**config.mk**
```make
export PLATFORM = sky130hd
export DESIGN_NAME = ata_pio_transfer_sequencer_unit
export DESIGN_NICKNAME = d
export VERILOG_FILES = /design/src/aps_pkg.sv /design/src/ata_pio_transfer_sequencer_unit.sv /design/src/aps_ram.sv /design/src/aps_front.sv /design/src/aps_queue.sv /design/src/aps_back.sv
export SDC_FILE = /design/constraint.sdc
export NUM_CORES = 1
export LEC_CHECK = 0
export BUFFER_PORTS_ARGS = -buffer_cell sky130_fd_sc_hd__buf_2
export CAP_MARGIN = 30
export CELL_PAD_IN_SITES_DETAIL_PLACEMENT = 1
export CELL_PAD_IN_SITES_GLOBAL_PLACEMENT = 1
export CORE_MARGIN = 2
export CORE_UTILIZATION = 44
export CTS_CLUSTER_DIAMETER = 60
export DETAILED_ROUTE_END_ITERATION = 8
export GPL_ROUTABILITY_DRIVEN = 0
export PLACE_DENSITY = 0.75
export SYNTH_ARGS = -nofsm -noshare
export SYNTH_HDL_FRONTEND = slang
export SYNTH_SLANG_ARGS = --single-unit
```
**constraint.sdc**
```tcl
create_clock -name clock -period 3.8 [get_ports clock]
set_input_delay 0.76 -clock clock [delete_from_list [all_inputs] [get_ports clock]]
set_output_delay 0.76 -clock clock [all_outputs]
set_load 0.05 [all_outputs]
```
**src/aps_pkg.sv**
```systemverilog
// Types, codes and constants of the ATA PIO sequencer.
// No dependencies.
package aps_pkg;
   localparam int WORDS_PER_SECTOR = 256;
   localparam logic [16:0] POLL_LIMIT_RESET = 17'd100000;
   localparam int QUEUE_DEPTH = 4;
   localparam int QUEUE_AW = 2;

   typedef enum logic [1:0] {REQ_READ, REQ_WRITE, REQ_STATUS, REQ_DATA} req_kind_type;
   typedef enum logic [2:0] {
      K_BWR, K_BRD, K_WRD, K_WWR, K_HOST, K_DONE
   } access_kind_type;
   typedef enum logic [2:0] {
      OC_PENDING, OC_SUCCESS, OC_DEVERR, OC_TIMEOUT, OC_RANGE, OC_REJECT
   } outcome_type;
   typedef enum logic [1:0] {PH_IDLE, PH_POLL, PH_DATA, PH_FLUSH} phase_type;
   typedef enum logic [2:0] {
      CSR_CMD_BASE, CSR_CTL_BASE, CSR_SLAVE, CSR_LBA48, CSR_POLL_LIMIT
   } csr_index_type;

   // work codes handed from the front part to the back part
   typedef enum logic [3:0] {
      OP_REJECT, OP_DONE_OK, OP_DONE_RANGE, OP_DONE_ERR, OP_DONE_TIMEOUT,
      OP_START48, OP_START28, OP_FLUSH, OP_POLL_AGAIN, OP_FLUSH_POLL,
      OP_WORD_REQ, OP_WORD_SECT, OP_WORD_FLUSH, OP_WORD_DONE
   } op_type;

   typedef struct packed {
      logic [1:0] req_type;
      logic [31:0] lba;
      logic [7:0] sector_count;
      logic [7:0] status_byte;
      logic [15:0] data_word;
   } req_payload_type;

   typedef struct packed {
      logic [2:0] access_kind;
      logic [15:0] port_address;
      logic [15:0] out_value;
      logic [15:0] buffer_index;
      logic [2:0] outcome;
      logic last_of_run;
   } rsp_payload_type;

   typedef struct packed {
      logic [15:0] command_base;
      logic [15:0] control_base;
      logic is_slave;
      logic lba48;
      logic [16:0] poll_limit;
   } cfg_type;

   // one classified item
   typedef struct packed {
      op_type op;
      logic writing;
      logic [31:0] lba;
      logic [7:0] count;
      logic [15:0] word;
      logic [15:0] index;
   } work_type;
endpackage

```
**src/ata_pio_transfer_sequencer_unit.sv**
```systemverilog
// Top level of the ATA PIO sequencer: register port, front, queue, back.
// Depends on aps_pkg, aps_front, aps_queue, aps_back.
//   channel | direction | handshake       | payload
//   req_    | in        | valid / stall   | req_payload_type
//   rsp_    | out       | valid / stall   | rsp_payload_type
//   csr_    | in        | APB-style write | 32-bit registers at 4*i
// A request is accepted while the work queue has room.
// The back part sends one bus access per cycle while the output is not stalled;
// a request yields 1 to 17 results: a status hit yields 1, a data word 2,
// or 3 when the flush follows and 6 at the end of a sector.
// Reset is synchronous; rsp_stall holds the output register and the queue
// fills behind it, then req_stall rises.
module ata_pio_transfer_sequencer_unit (
   input  logic clock,
   input  logic reset,
   input  logic req_valid,
   output logic req_stall,
   input  aps_pkg::req_payload_type req_payload,
   output logic rsp_valid,
   input  logic rsp_stall,
   output aps_pkg::rsp_payload_type rsp_payload,
   input  logic psel,
   input  logic penable,
   input  logic pwrite,
   input  logic [4:0] paddr,
   input  logic [31:0] pwdata,
   output logic [31:0] prdata,
   output logic pready
);
   aps_pkg::cfg_type cfg_ff;
   aps_pkg::work_type fwork, qhead, bwork;
   logic fvalid, qfull, qvalid, qpop;
   aps_pkg::csr_index_type ridx;
   logic [2:0] ridx_raw;

   assign pready = 1'b1;
   assign ridx_raw = paddr[4:2];
   assign ridx = aps_pkg::csr_index_type'(ridx_raw);

   always_comb begin
      unique case (ridx)
         aps_pkg::CSR_CMD_BASE: prdata = {16'd0, cfg_ff.command_base};
         aps_pkg::CSR_CTL_BASE: prdata = {16'd0, cfg_ff.control_base};
         aps_pkg::CSR_SLAVE: prdata = {31'd0, cfg_ff.is_slave};
         aps_pkg::CSR_LBA48: prdata = {31'd0, cfg_ff.lba48};
         aps_pkg::CSR_POLL_LIMIT: prdata = {15'd0, cfg_ff.poll_limit};
         default: prdata = '0;
      endcase
   end

   always_ff @(posedge clock) begin
      if (reset) begin
         cfg_ff.command_base <= 16'h01F0;
         cfg_ff.control_base <= 16'h03F6;
         cfg_ff.is_slave <= 1'b0;
         cfg_ff.lba48 <= 1'b0;
         cfg_ff.poll_limit <= aps_pkg::POLL_LIMIT_RESET;
      end else if (psel && penable && pwrite && paddr[1:0] == 2'd0) begin
         case (ridx)
            aps_pkg::CSR_CMD_BASE: cfg_ff.command_base <= pwdata[15:0];
            aps_pkg::CSR_CTL_BASE: cfg_ff.control_base <= pwdata[15:0];
            aps_pkg::CSR_SLAVE: cfg_ff.is_slave <= pwdata[0];
            aps_pkg::CSR_LBA48: cfg_ff.lba48 <= pwdata[0];
            aps_pkg::CSR_POLL_LIMIT: cfg_ff.poll_limit <= pwdata[16:0];
            default: ;
         endcase
      end
   end

   // tag word items: count[0] marks a data-word transfer ahead of a request
   always_comb begin
      bwork = fwork;
      bwork.count[0] = (req_payload.req_type == 2'(aps_pkg::REQ_DATA)) ? 1'b1 :
         (fwork.op == aps_pkg::OP_WORD_REQ ? 1'b0 : fwork.count[0]);
   end

   aps_front u_front (
      .clock(clock), .reset(reset), .cfg(cfg_ff), .req_valid(req_valid),
      .req_stall(req_stall), .req_payload(req_payload), .work_valid(fvalid),
      .work_full(qfull), .work(fwork)
   );

   aps_queue u_queue (
      .clock(clock), .reset(reset), .push(fvalid), .push_data(bwork), .full(qfull),
      .head_valid(qvalid), .pop(qpop), .head(qhead)
   );

   aps_back u_back (
      .clock(clock), .reset(reset), .cfg(cfg_ff), .work_valid(qvalid), .work(qhead),
      .work_pop(qpop), .rsp_valid(rsp_valid), .rsp_stall(rsp_stall),
      .rsp_payload(rsp_payload)
   );
endmodule

```
**src/aps_ram.sv**
```systemverilog
// Generic single write, single registered read RAM.
// No dependencies.
module aps_ram #(
   parameter int WIDTH = 8,
   parameter int DEPTH = 4
) (
   input  logic clock,
   input  logic wr_en,
   input  logic [$clog2(DEPTH)-1:0] wr_addr,
   input  logic [WIDTH-1:0] wr_data,
   input  logic [$clog2(DEPTH)-1:0] rd_addr,
   output logic [WIDTH-1:0] rd_data
);
   logic [WIDTH-1:0] mem_ff [DEPTH];

   always_ff @(posedge clock) begin
      if (wr_en) begin
         mem_ff[wr_addr] <= wr_data;
      end
      rd_data <= mem_ff[rd_addr];
   end
endmodule

```
**src/aps_front.sv**
```systemverilog
// Front part: accepts requests, updates the sequencing state, classifies work.
// Depends on aps_pkg.
module aps_front (
   input  logic clock,
   input  logic reset,
   input  aps_pkg::cfg_type cfg,
   input  logic req_valid,
   output logic req_stall,
   input  aps_pkg::req_payload_type req_payload,
   output logic work_valid,
   input  logic work_full,
   output aps_pkg::work_type work
);
   aps_pkg::phase_type phase_ff, phase_in;
   logic writing_ff, writing_in;
   logic [7:0] left_ff, left_in;
   logic [8:0] wcnt_ff, wcnt_in;
   logic [16:0] poll_ff, poll_in;
   logic [15:0] hidx_ff, hidx_in;
   logic go;
   logic [7:0] st;
   logic [8:0] wnext;

   assign req_stall = work_full;
   assign go = req_valid && !work_full;
   assign work_valid = go;
   assign st = req_payload.status_byte;
   assign wnext = wcnt_ff + 9'd1;

   always_comb begin
      phase_in = phase_ff;
      writing_in = writing_ff;
      left_in = left_ff;
      wcnt_in = wcnt_ff;
      poll_in = poll_ff;
      hidx_in = hidx_ff;
      work.op = aps_pkg::OP_REJECT;
      work.writing = writing_ff;
      work.lba = req_payload.lba;
      work.count = req_payload.sector_count;
      work.word = req_payload.data_word;
      work.index = hidx_ff;
      unique case (aps_pkg::req_kind_type'(req_payload.req_type))
         aps_pkg::REQ_READ, aps_pkg::REQ_WRITE: begin
            if (phase_ff == aps_pkg::PH_IDLE) begin
               writing_in = req_payload.req_type[0];
               work.writing = req_payload.req_type[0];
               left_in = req_payload.sector_count;
               wcnt_in = '0;
               hidx_in = '0;
               poll_in = '0;
               if (req_payload.sector_count == 8'd0) begin
                  if (req_payload.req_type[0]) begin
                     work.op = aps_pkg::OP_FLUSH;
                     phase_in = aps_pkg::PH_FLUSH;
                  end else begin
                     work.op = aps_pkg::OP_DONE_OK;
                  end
               end else if (cfg.lba48) begin
                  work.op = aps_pkg::OP_START48;
                  phase_in = aps_pkg::PH_POLL;
                  poll_in = 17'd1;
               end else if (req_payload.lba[31:28] != 4'd0) begin
                  work.op = aps_pkg::OP_DONE_RANGE;
               end else begin
                  work.op = aps_pkg::OP_START28;
                  phase_in = aps_pkg::PH_POLL;
                  poll_in = 17'd1;
               end
            end
         end
         aps_pkg::REQ_STATUS: begin
            if (phase_ff == aps_pkg::PH_POLL) begin
               if (st[0] || st[5]) begin
                  work.op = aps_pkg::OP_DONE_ERR;
                  phase_in = aps_pkg::PH_IDLE;
               end else if (!st[7] && st[3]) begin
                  work.op = aps_pkg::OP_WORD_REQ;
                  phase_in = aps_pkg::PH_DATA;
                  wcnt_in = '0;
               end else if (poll_ff >= cfg.poll_limit) begin
                  work.op = aps_pkg::OP_DONE_TIMEOUT;
                  phase_in = aps_pkg::PH_IDLE;
               end else begin
                  work.op = aps_pkg::OP_POLL_AGAIN;
                  poll_in = poll_ff + 17'd1;
               end
            end else if (phase_ff == aps_pkg::PH_FLUSH) begin
               if (st[7]) begin
                  work.op = aps_pkg::OP_FLUSH_POLL;
               end else begin
                  work.op = aps_pkg::OP_DONE_OK;
                  phase_in = aps_pkg::PH_IDLE;
               end
            end
         end
         aps_pkg::REQ_DATA: begin
            if (phase_ff == aps_pkg::PH_DATA) begin
               hidx_in = hidx_ff + 16'd1;
               if (wnext < 9'(aps_pkg::WORDS_PER_SECTOR)) begin
                  wcnt_in = wnext;
                  work.op = aps_pkg::OP_WORD_REQ;
               end else begin
                  wcnt_in = '0;
                  left_in = left_ff - 8'd1;
                  if (left_ff != 8'd1) begin
                     work.op = aps_pkg::OP_WORD_SECT;
                     phase_in = aps_pkg::PH_POLL;
                     poll_in = 17'd1;
                  end else if (writing_ff) begin
                     work.op = aps_pkg::OP_WORD_FLUSH;
                     phase_in = aps_pkg::PH_FLUSH;
                  end else begin
                     work.op = aps_pkg::OP_WORD_DONE;
                     phase_in = aps_pkg::PH_IDLE;
                  end
               end
            end
         end
         default: ;
      endcase
   end

   always_ff @(posedge clock) begin
      if (reset) begin
         phase_ff <= aps_pkg::PH_IDLE;
         writing_ff <= 1'b0;
         left_ff <= '0;
         wcnt_ff <= '0;
         poll_ff <= '0;
         hidx_ff <= '0;
      end else if (go) begin
         phase_ff <= phase_in;
         writing_ff <= writing_in;
         left_ff <= left_in;
         wcnt_ff <= wcnt_in;
         poll_ff <= poll_in;
         hidx_ff <= hidx_in;
      end
   end
endmodule

```
**src/aps_queue.sv**
```systemverilog
// Short queue of classified work between the front and back parts.
// Depends on aps_pkg and aps_ram.
module aps_queue (
   input  logic clock,
   input  logic reset,
   input  logic push,
   input  aps_pkg::work_type push_data,
   output logic full,
   output logic head_valid,
   input  logic pop,
   output aps_pkg::work_type head
);
   localparam int W = $bits(aps_pkg::work_type);
   logic [aps_pkg::QUEUE_AW-1:0] wp_ff, rp_ff, rp_next;
   logic [aps_pkg::QUEUE_AW-1:0] rd_addr;
   logic [aps_pkg::QUEUE_AW:0] cnt_ff, cnt_in;
   logic [aps_pkg::QUEUE_AW:0] shown_ff, shown_in;
   logic [W-1:0] rd_data;
   logic fetch;

   // the RAM read is registered: a fetched entry appears in the cycle after the fetch
   assign head = aps_pkg::work_type'(rd_data);
   assign full = cnt_ff >= (aps_pkg::QUEUE_AW+1)'(aps_pkg::QUEUE_DEPTH - 1);
   assign head_valid = shown_ff[0];
   assign fetch = (cnt_ff != '0) && (!shown_ff[0] || pop) && !(shown_ff[1]);
   assign rp_next = fetch ? rp_ff + 1'b1 : rp_ff;
   // keep rereading the shown entry until the next one is fetched
   assign rd_addr = fetch ? rp_ff : rp_ff - 1'b1;

   aps_ram #(.WIDTH(W), .DEPTH(aps_pkg::QUEUE_DEPTH)) u_ram (
      .clock(clock), .wr_en(push), .wr_addr(wp_ff), .wr_data(W'(push_data)),
      .rd_addr(rd_addr), .rd_data(rd_data)
   );

   always_comb begin
      cnt_in = cnt_ff + (push ? 1'b1 : 1'b0) - (fetch ? 1'b1 : 1'b0);
      shown_in = {1'b0, fetch || (shown_ff[0] && !pop)};
   end

   always_ff @(posedge clock) begin
      if (reset) begin
         wp_ff <= '0;
         rp_ff <= '0;
         cnt_ff <= '0;
         shown_ff <= '0;
      end else begin
         if (push) begin
            wp_ff <= wp_ff + 1'b1;
         end
         rp_ff <= rp_next;
         cnt_ff <= cnt_in;
         shown_ff <= shown_in;
      end
   end
endmodule

```
**src/aps_back.sv**
```systemverilog
// Back part: expands each classified work item into its bus accesses.
// Depends on aps_pkg.
module aps_back (
   input  logic clock,
   input  logic reset,
   input  aps_pkg::cfg_type cfg,
   input  logic work_valid,
   input  aps_pkg::work_type work,
   output logic work_pop,
   output logic rsp_valid,
   input  logic rsp_stall,
   output aps_pkg::rsp_payload_type rsp_payload
);
   logic [4:0] step_ff, step_in;
   logic [4:0] last_step;
   logic out_free;
   logic emit;
   aps_pkg::rsp_payload_type r;
   logic [15:0] cb;
   logic [7:0] bval;
   logic [2:0] boff;
   logic vld_ff;
   aps_pkg::rsp_payload_type pay_ff;

   assign cb = cfg.command_base;
   assign out_free = !vld_ff || !rsp_stall;
   assign emit = work_valid && out_free;
   assign work_pop = emit && (step_ff == last_step);
   assign rsp_valid = vld_ff;
   assign rsp_payload = pay_ff;

   // count of accesses minus one for each work code
   always_comb begin
      case (work.op)
         aps_pkg::OP_START48: last_step = 5'd16;
         aps_pkg::OP_START28: last_step = 5'd11;
         aps_pkg::OP_FLUSH, aps_pkg::OP_FLUSH_POLL: last_step = 5'd1;
         aps_pkg::OP_WORD_REQ: last_step = {4'd0, work.count[0]};
         aps_pkg::OP_WORD_SECT: last_step = 5'd5;
         aps_pkg::OP_WORD_FLUSH: last_step = 5'd2;
         aps_pkg::OP_WORD_DONE: last_step = 5'd1;
         default: last_step = 5'd0;
      endcase
      if (work.op == aps_pkg::OP_FLUSH_POLL || work.op == aps_pkg::OP_POLL_AGAIN) begin
         last_step = 5'd0;
      end
   end

   always_comb begin
      boff = 3'd0;
      bval = 8'd0;
      if (work.op == aps_pkg::OP_START48) begin
         case (step_ff)
            5'd0: begin boff = 3'd6; bval = cfg.is_slave ? 8'h50 : 8'h40; end
            5'd1: boff = 3'd1;
            5'd2: boff = 3'd2;
            5'd3: begin boff = 3'd3; bval = work.lba[31:24]; end
            5'd4: boff = 3'd4;
            5'd5: boff = 3'd5;
            5'd6: boff = 3'd1;
            5'd7: begin boff = 3'd2; bval = work.count; end
            5'd8: begin boff = 3'd3; bval = work.lba[7:0]; end
            5'd9: begin boff = 3'd4; bval = work.lba[15:8]; end
            5'd10: begin boff = 3'd5; bval = work.lba[23:16]; end
            default: begin boff = 3'd7; bval = work.writing ? 8'h34 : 8'h24; end
         endcase
      end else begin
         case (step_ff)
            5'd0: boff = 3'd1;
            5'd1: begin boff = 3'd2; bval = work.count; end
            5'd2: begin boff = 3'd3; bval = work.lba[7:0]; end
            5'd3: begin boff = 3'd4; bval = work.lba[15:8]; end
            5'd4: begin boff = 3'd5; bval = work.lba[23:16]; end
            5'd5: begin
               boff = 3'd6;
               bval = (cfg.is_slave ? 8'hF0 : 8'hE0) | {4'd0, work.lba[27:24]};
            end
            default: begin boff = 3'd7; bval = work.writing ? 8'h30 : 8'h20; end
         endcase
      end
   end

   always_comb begin
      r = '0;
      r.last_of_run = (step_ff == last_step);
      unique case (work.op)
         aps_pkg::OP_REJECT: begin
            r.access_kind = aps_pkg::K_DONE;
            r.outcome = aps_pkg::OC_REJECT;
         end
         aps_pkg::OP_DONE_OK, aps_pkg::OP_DONE_RANGE, aps_pkg::OP_DONE_ERR,
         aps_pkg::OP_DONE_TIMEOUT: begin
            r.access_kind = aps_pkg::K_DONE;
            case (work.op)
               aps_pkg::OP_DONE_OK: r.outcome = aps_pkg::OC_SUCCESS;
               aps_pkg::OP_DONE_RANGE: r.outcome = aps_pkg::OC_RANGE;
               aps_pkg::OP_DONE_ERR: r.outcome = aps_pkg::OC_DEVERR;
               default: r.outcome = aps_pkg::OC_TIMEOUT;
            endcase
         end
         aps_pkg::OP_START48, aps_pkg::OP_START28: begin
            if ((work.op == aps_pkg::OP_START48 && step_ff < 5'd12) ||
                (work.op == aps_pkg::OP_START28 && step_ff < 5'd7)) begin
               r.access_kind = aps_pkg::K_BWR;
               r.port_address = cb + {13'd0, boff};
               r.out_value = {8'd0, bval};
            end else begin
               r.access_kind = aps_pkg::K_BRD;
               r.port_address = cfg.control_base;
            end
         end
         aps_pkg::OP_POLL_AGAIN: begin
            r.access_kind = aps_pkg::K_BRD;
            r.port_address = cfg.control_base;
         end
         aps_pkg::OP_FLUSH, aps_pkg::OP_FLUSH_POLL: begin
            if (work.op == aps_pkg::OP_FLUSH && step_ff == 5'd0) begin
               r.access_kind = aps_pkg::K_BWR;
               r.port_address = cb + 16'd7;
               r.out_value = cfg.lba48 ? 16'h00EA : 16'h00E7;
            end else begin
               r.access_kind = aps_pkg::K_BRD;
               r.port_address = cb + 16'd7;
            end
         end
         default: begin
            // data phase: a word access, then what follows it
            if (step_ff == 5'd0 && work.op != aps_pkg::OP_WORD_REQ) begin
               r.buffer_index = work.index;
               if (work.writing) begin
                  r.access_kind = aps_pkg::K_WWR;
                  r.port_address = cb;
                  r.out_value = work.word;
               end else begin
                  r.access_kind = aps_pkg::K_HOST;
                  r.out_value = work.word;
               end
            end else if (work.op == aps_pkg::OP_WORD_REQ) begin
               // word_req item: for a status hit step 0 only; for a data word
               // step 0 is the transfer, step 1 the next request
               if (step_ff == 5'd0 && work.count[0]) begin
                  r.buffer_index = work.index;
                  if (work.writing) begin
                     r.access_kind = aps_pkg::K_WWR;
                     r.port_address = cb;
                     r.out_value = work.word;
                  end else begin
                     r.access_kind = aps_pkg::K_HOST;
                     r.out_value = work.word;
                  end
               end else begin
                  r.buffer_index = work.count[0] ? work.index + 16'd1 : work.index;
                  if (work.writing) begin
                     r.access_kind = aps_pkg::K_HOST;
                  end else begin
                     r.access_kind = aps_pkg::K_WRD;
                     r.port_address = cb;
                  end
               end
            end else if (work.op == aps_pkg::OP_WORD_SECT) begin
               r.access_kind = aps_pkg::K_BRD;
               r.port_address = cfg.control_base;
            end else if (work.op == aps_pkg::OP_WORD_FLUSH) begin
               r.port_address = cb + 16'd7;
               if (step_ff == 5'd1) begin
                  r.access_kind = aps_pkg::K_BWR;
                  r.out_value = cfg.lba48 ? 16'h00EA : 16'h00E7;
               end else begin
                  r.access_kind = aps_pkg::K_BRD;
               end
            end else begin
               r.access_kind = aps_pkg::K_DONE;
               r.outcome = aps_pkg::OC_SUCCESS;
            end
         end
      endcase
   end

   always_comb begin
      step_in = step_ff;
      if (emit) begin
         step_in = (step_ff == last_step) ? 5'd0 : step_ff + 5'd1;
      end
   end

   always_ff @(posedge clock) begin
      if (reset) begin
         step_ff <= '0;
         vld_ff <= 1'b0;
      end else begin
         step_ff <= step_in;
         if (out_free) begin
            vld_ff <= emit;
         end
      end
   end

   always_ff @(posedge clock) begin
      if (emit) begin
         pay_ff <= r;
      end
   end
endmodule

```
==> impl_metrics.csv <==
group,metric,value,unit
outcome,status,"completed",
power_and_ir_drop,ir_worst_vdd,0.632,mV
timing,slew_headroom,37.1,%
global_route,grt_pass1_wl,125000,µm
power_and_ir_drop,p_leak,11.2,nW
timing,skew,28.4,ps
setup_path,critPathArrivalTime,4050,ps
die,fp.dieW,248,µm
global_route,grt.total_usage,26.0,%
logic_synthesis,synth_flop_cell,"edfxtp_1",
timing,hold_viol,0,
job,drv_cap,0,
logic_synthesis,synth_seq_cells,557,
die,dieArea,61700,µm²
placement,placed_cells,3203,
cells_and_area,nets,2651,
routing,dr.first_iter.drc_count,1597,
logic_synthesis,synthCells,2356,
logic_synthesis,synthMostInstantiatedCell,"edfxtp_1",
timing,setup_ws,140,ps
min_path,hold_path.class,"input pin to flop",
timing,rsz0062_at_grt,"false",
cells_and_area,postLayoutCellArea,30600,µm²
routing,vias_per_cell,6.26,
die,core_area,59000,µm²
logic_synthesis,synth_common_cells,"edfxtp_1 (363), a21oi_1 (223), nand2_1 (202), dfxtp_1 (194), mux2i_1 (178)",
logic_synthesis,synth_edf_count,363,
power_and_ir_drop,netSwitchingFraction,40.7,%
routing,via_count,20839,
setup_path,path_class,"flop to flop",
die,fp.dieH,248,µm
die,start_util,44.5,%
logic_synthesis,syn_avg_cell_area,11.1,µm²
clock_network,cts_tree,"done",
timing,fin_tns_setup,0,ps
cells_and_area,final_cells,3329,
cells_and_area,drive_above_1_share,16.7,%
routing,first_pass_iters,5,
power_and_ir_drop,power_density,858,nW/µm²
routing,wl_per_cell,24.4,µm
logic_synthesis,synth.distinct_cells,82,
clock_network,htreeDepth,2,
power_and_ir_drop,power,26.3,mW
logic_synthesis,yosys.area.top_type_share,41.5,%
setup_path,crit_path_top_delay_cell,"or3_4",
cells_and_area,utilization,51.9,%
timing,period_share,96.3,%
global_route,antenna_found_initial,13,
logic_synthesis,ys_seq_area_share,56.3,%
setup_path,required,4190,ps
power_and_ir_drop,pwr-share-comb,42.3,%
timing,setup_viol,0,
logic_synthesis,synth.area.top_cells,"edfxtp_1 (42%), dfxtp_1 (15%), mux2i_1 (6.8%), a221oi_1 (5.8%), a21oi_1 (4.3%)",
routing,drt-total-wl,81200,µm
clock_network,clkSinkCount,557,
timing,fmax,0.273,GHz
clock_network,insertion_delay,670,ps
placement,dp_slack,-142,ps
setup_path,cpPeakStageDelay,410,ps
placement,hpwl,52100,µm
global_route,grt_max_degree,155,
logic_synthesis,synth_top_area_cell,"edfxtp_1",
setup_path,crit_buf_inv,2,
timing,fin_crit,3660,ps
timing,timing.hold.ws,312,ps
clock_network,ctsHoldBuffers,0,
power_and_ir_drop,seqPwrFrac,33.1,%
routing,drc_errors,0,
routing,antenna_left,0,
clock_network,cts_buffer_depth,3,
setup_path,cp_common_cell,"nand2b_4",
power_and_ir_drop,intPower,15.6,mW
placement,placed_area,28200,µm²
logic_synthesis,syn-cell-area,26300,µm²
power_and_ir_drop,clockPowerShare,24.6,%
setup_path,setup.worst_path.end_class,"flop",
logic_synthesis,synth-async-reset-ratio,0,%
power_and_ir_drop,p_sw,10.7,mW
setup_path,start_kind,"flop",
timing,slew_viol_final,0,
logic_synthesis,yosysWarnings,0,
global_route,grt_pass1_vias,21771,
die,rows,89,
setup_path,worstPathMaxFanout,3,
cells_and_area,area_growth,16.7,%
timing,tightest_slew,931,ps
clock_network,clk_pin_slew,70,ps
setup_path,path_cells,"inv_4, ha_4, nand2b_4, nor3_1, or3_4, o41ai_4, nor2_2, a22oi_2, ha_2, inv_2, fa_2, nor2b_4, o21ai_2, nand2b_4, xnor2_2, a221o_1, a21oi_2, nor2_1",
clock_network,root_buffer,"clkbuf_16",
global_route,grt_remaining_overflow,0,
die,ioPinCount,200,
clock_network,numCtsBuffers,61,
setup_path,crit_family,"simple AND/OR/NAND/NOR gates",
placement,port_buffers,164,
## power by group through the flow
stage | Sequential (mW) | Clock, mW | Combinational [mW]
floorplan | 9.36 | 0 | 6.54
global placement | 8.70 | 0 | 10.2
detailed placement | 8.75 | 0 | 10.7
CTS | 8.65 | 6.55 | 10.9
global route | 8.77 | 6.78 | 11.9
finish | 8.69 | 6.47 | 11.1
## cells by family (layout without fill, tap and decap cells)
logic type,Yosys count,in the layout,synth area share [%]
mux,186,186,7.17
fa+ha+maj,41,41,2.01
simple gates,585,585,10.7
buf+inv,243,426,3.88
flops,557,557,56.3
other cells,2,19,0.0286
compound gates,695,695,18.4
xor+xnor,47,47,1.57
## routing by layer
metal	wire (µm)	global-route usage, %
met5	108	0
met2	39600	43.8
met3	5160	4.61
met1	34000	33.6
met4	2330	9.14
## worst reg2reg max path, cell delays in order, from the launching register on
cell and delay, ps:
dfxtp_4 370, inv_4 50, ha_4 170, nand2b_4 70, nor3_1 70, or3_4 410
o41ai_4 250, nor2_2 90, a22oi_2 230, ha_2 240, inv_2 40, fa_2 360
nor2b_4 170, o21ai_2 90, nand2b_4 170, xnor2_2 120, a221o_1 350, a21oi_2 100
nor2_1 50
## layout make-up
cell class,count,area (µm²)
Fill cell,6211,28400
Tap cell,773,967
Timing Repair Buffer,257,1680
Sequential cell,557,14800
Antenna cell,3,7.51
Clock buffer,79,1650
Inverter,53,204
Multi-Input combinational cell,1570,10800
Clock inverter,37,572
## placed cells by master (no fill, tap or decap), types with 13 or more instances in the layout
cell,synthesis,layout
a21oi_1,223,221
a221oi_1,173,172
a22oi_1,98,97
and2_1,17,13
and3_1,19,19
buf_2,11,164
buf_4,17,80
clkbuf_1,149,14
clkbuf_16,0,62
conb_1,2,16
dfxtp_1,194,188
edfxtp_1,363,363
ha_1,39,34
inv_1,53,48
mux2i_1,178,178
nand2_1,202,202
nand2b_1,17,14
nand3_1,56,56
nand4_1,22,22
nor2_1,139,136
nor3_1,23,23
o21ai_0,67,65
or3_1,19,18
xnor2_1,21,19
xor2_1,26,26
## state kept, by name, summed over array words and instances, names as in the netlist, 3 cells and up
register	flops
u_front.wcnt_ff	8
cfg_ff	51
u_queue.u_ram.mem_ff	308
u_queue.u_ram.rd_data	77
u_back.step_ff	5
u_front.poll_ff	17
u_back.rsp_payload	55
u_front.left_ff	8
u_front.hidx_ff	16
u_queue.cnt_ff	3
## repair_timing
item,4_1_cts,5_1_grt
gates resized for setup,15,30
buffers inserted,6,1
endpoints found under the setup margin,7,13
pin swaps,6,9
## worst paths after layout
path,to,slack (ps),depth (start not counted),startpoint
max reg2reg,u_back.rsp_payload[44],140,18,u_back.step_ff[1]
min,u_queue.u_ram.mem_ff[0][16],310,1,req_payload[0]
max,u_back.rsp_payload[44],140,18,u_back.step_ff[1]
min reg2reg,cfg_ff[4],490,2,cfg_ff[4]
Note: power is estimated with default switching activity, not from simulation.
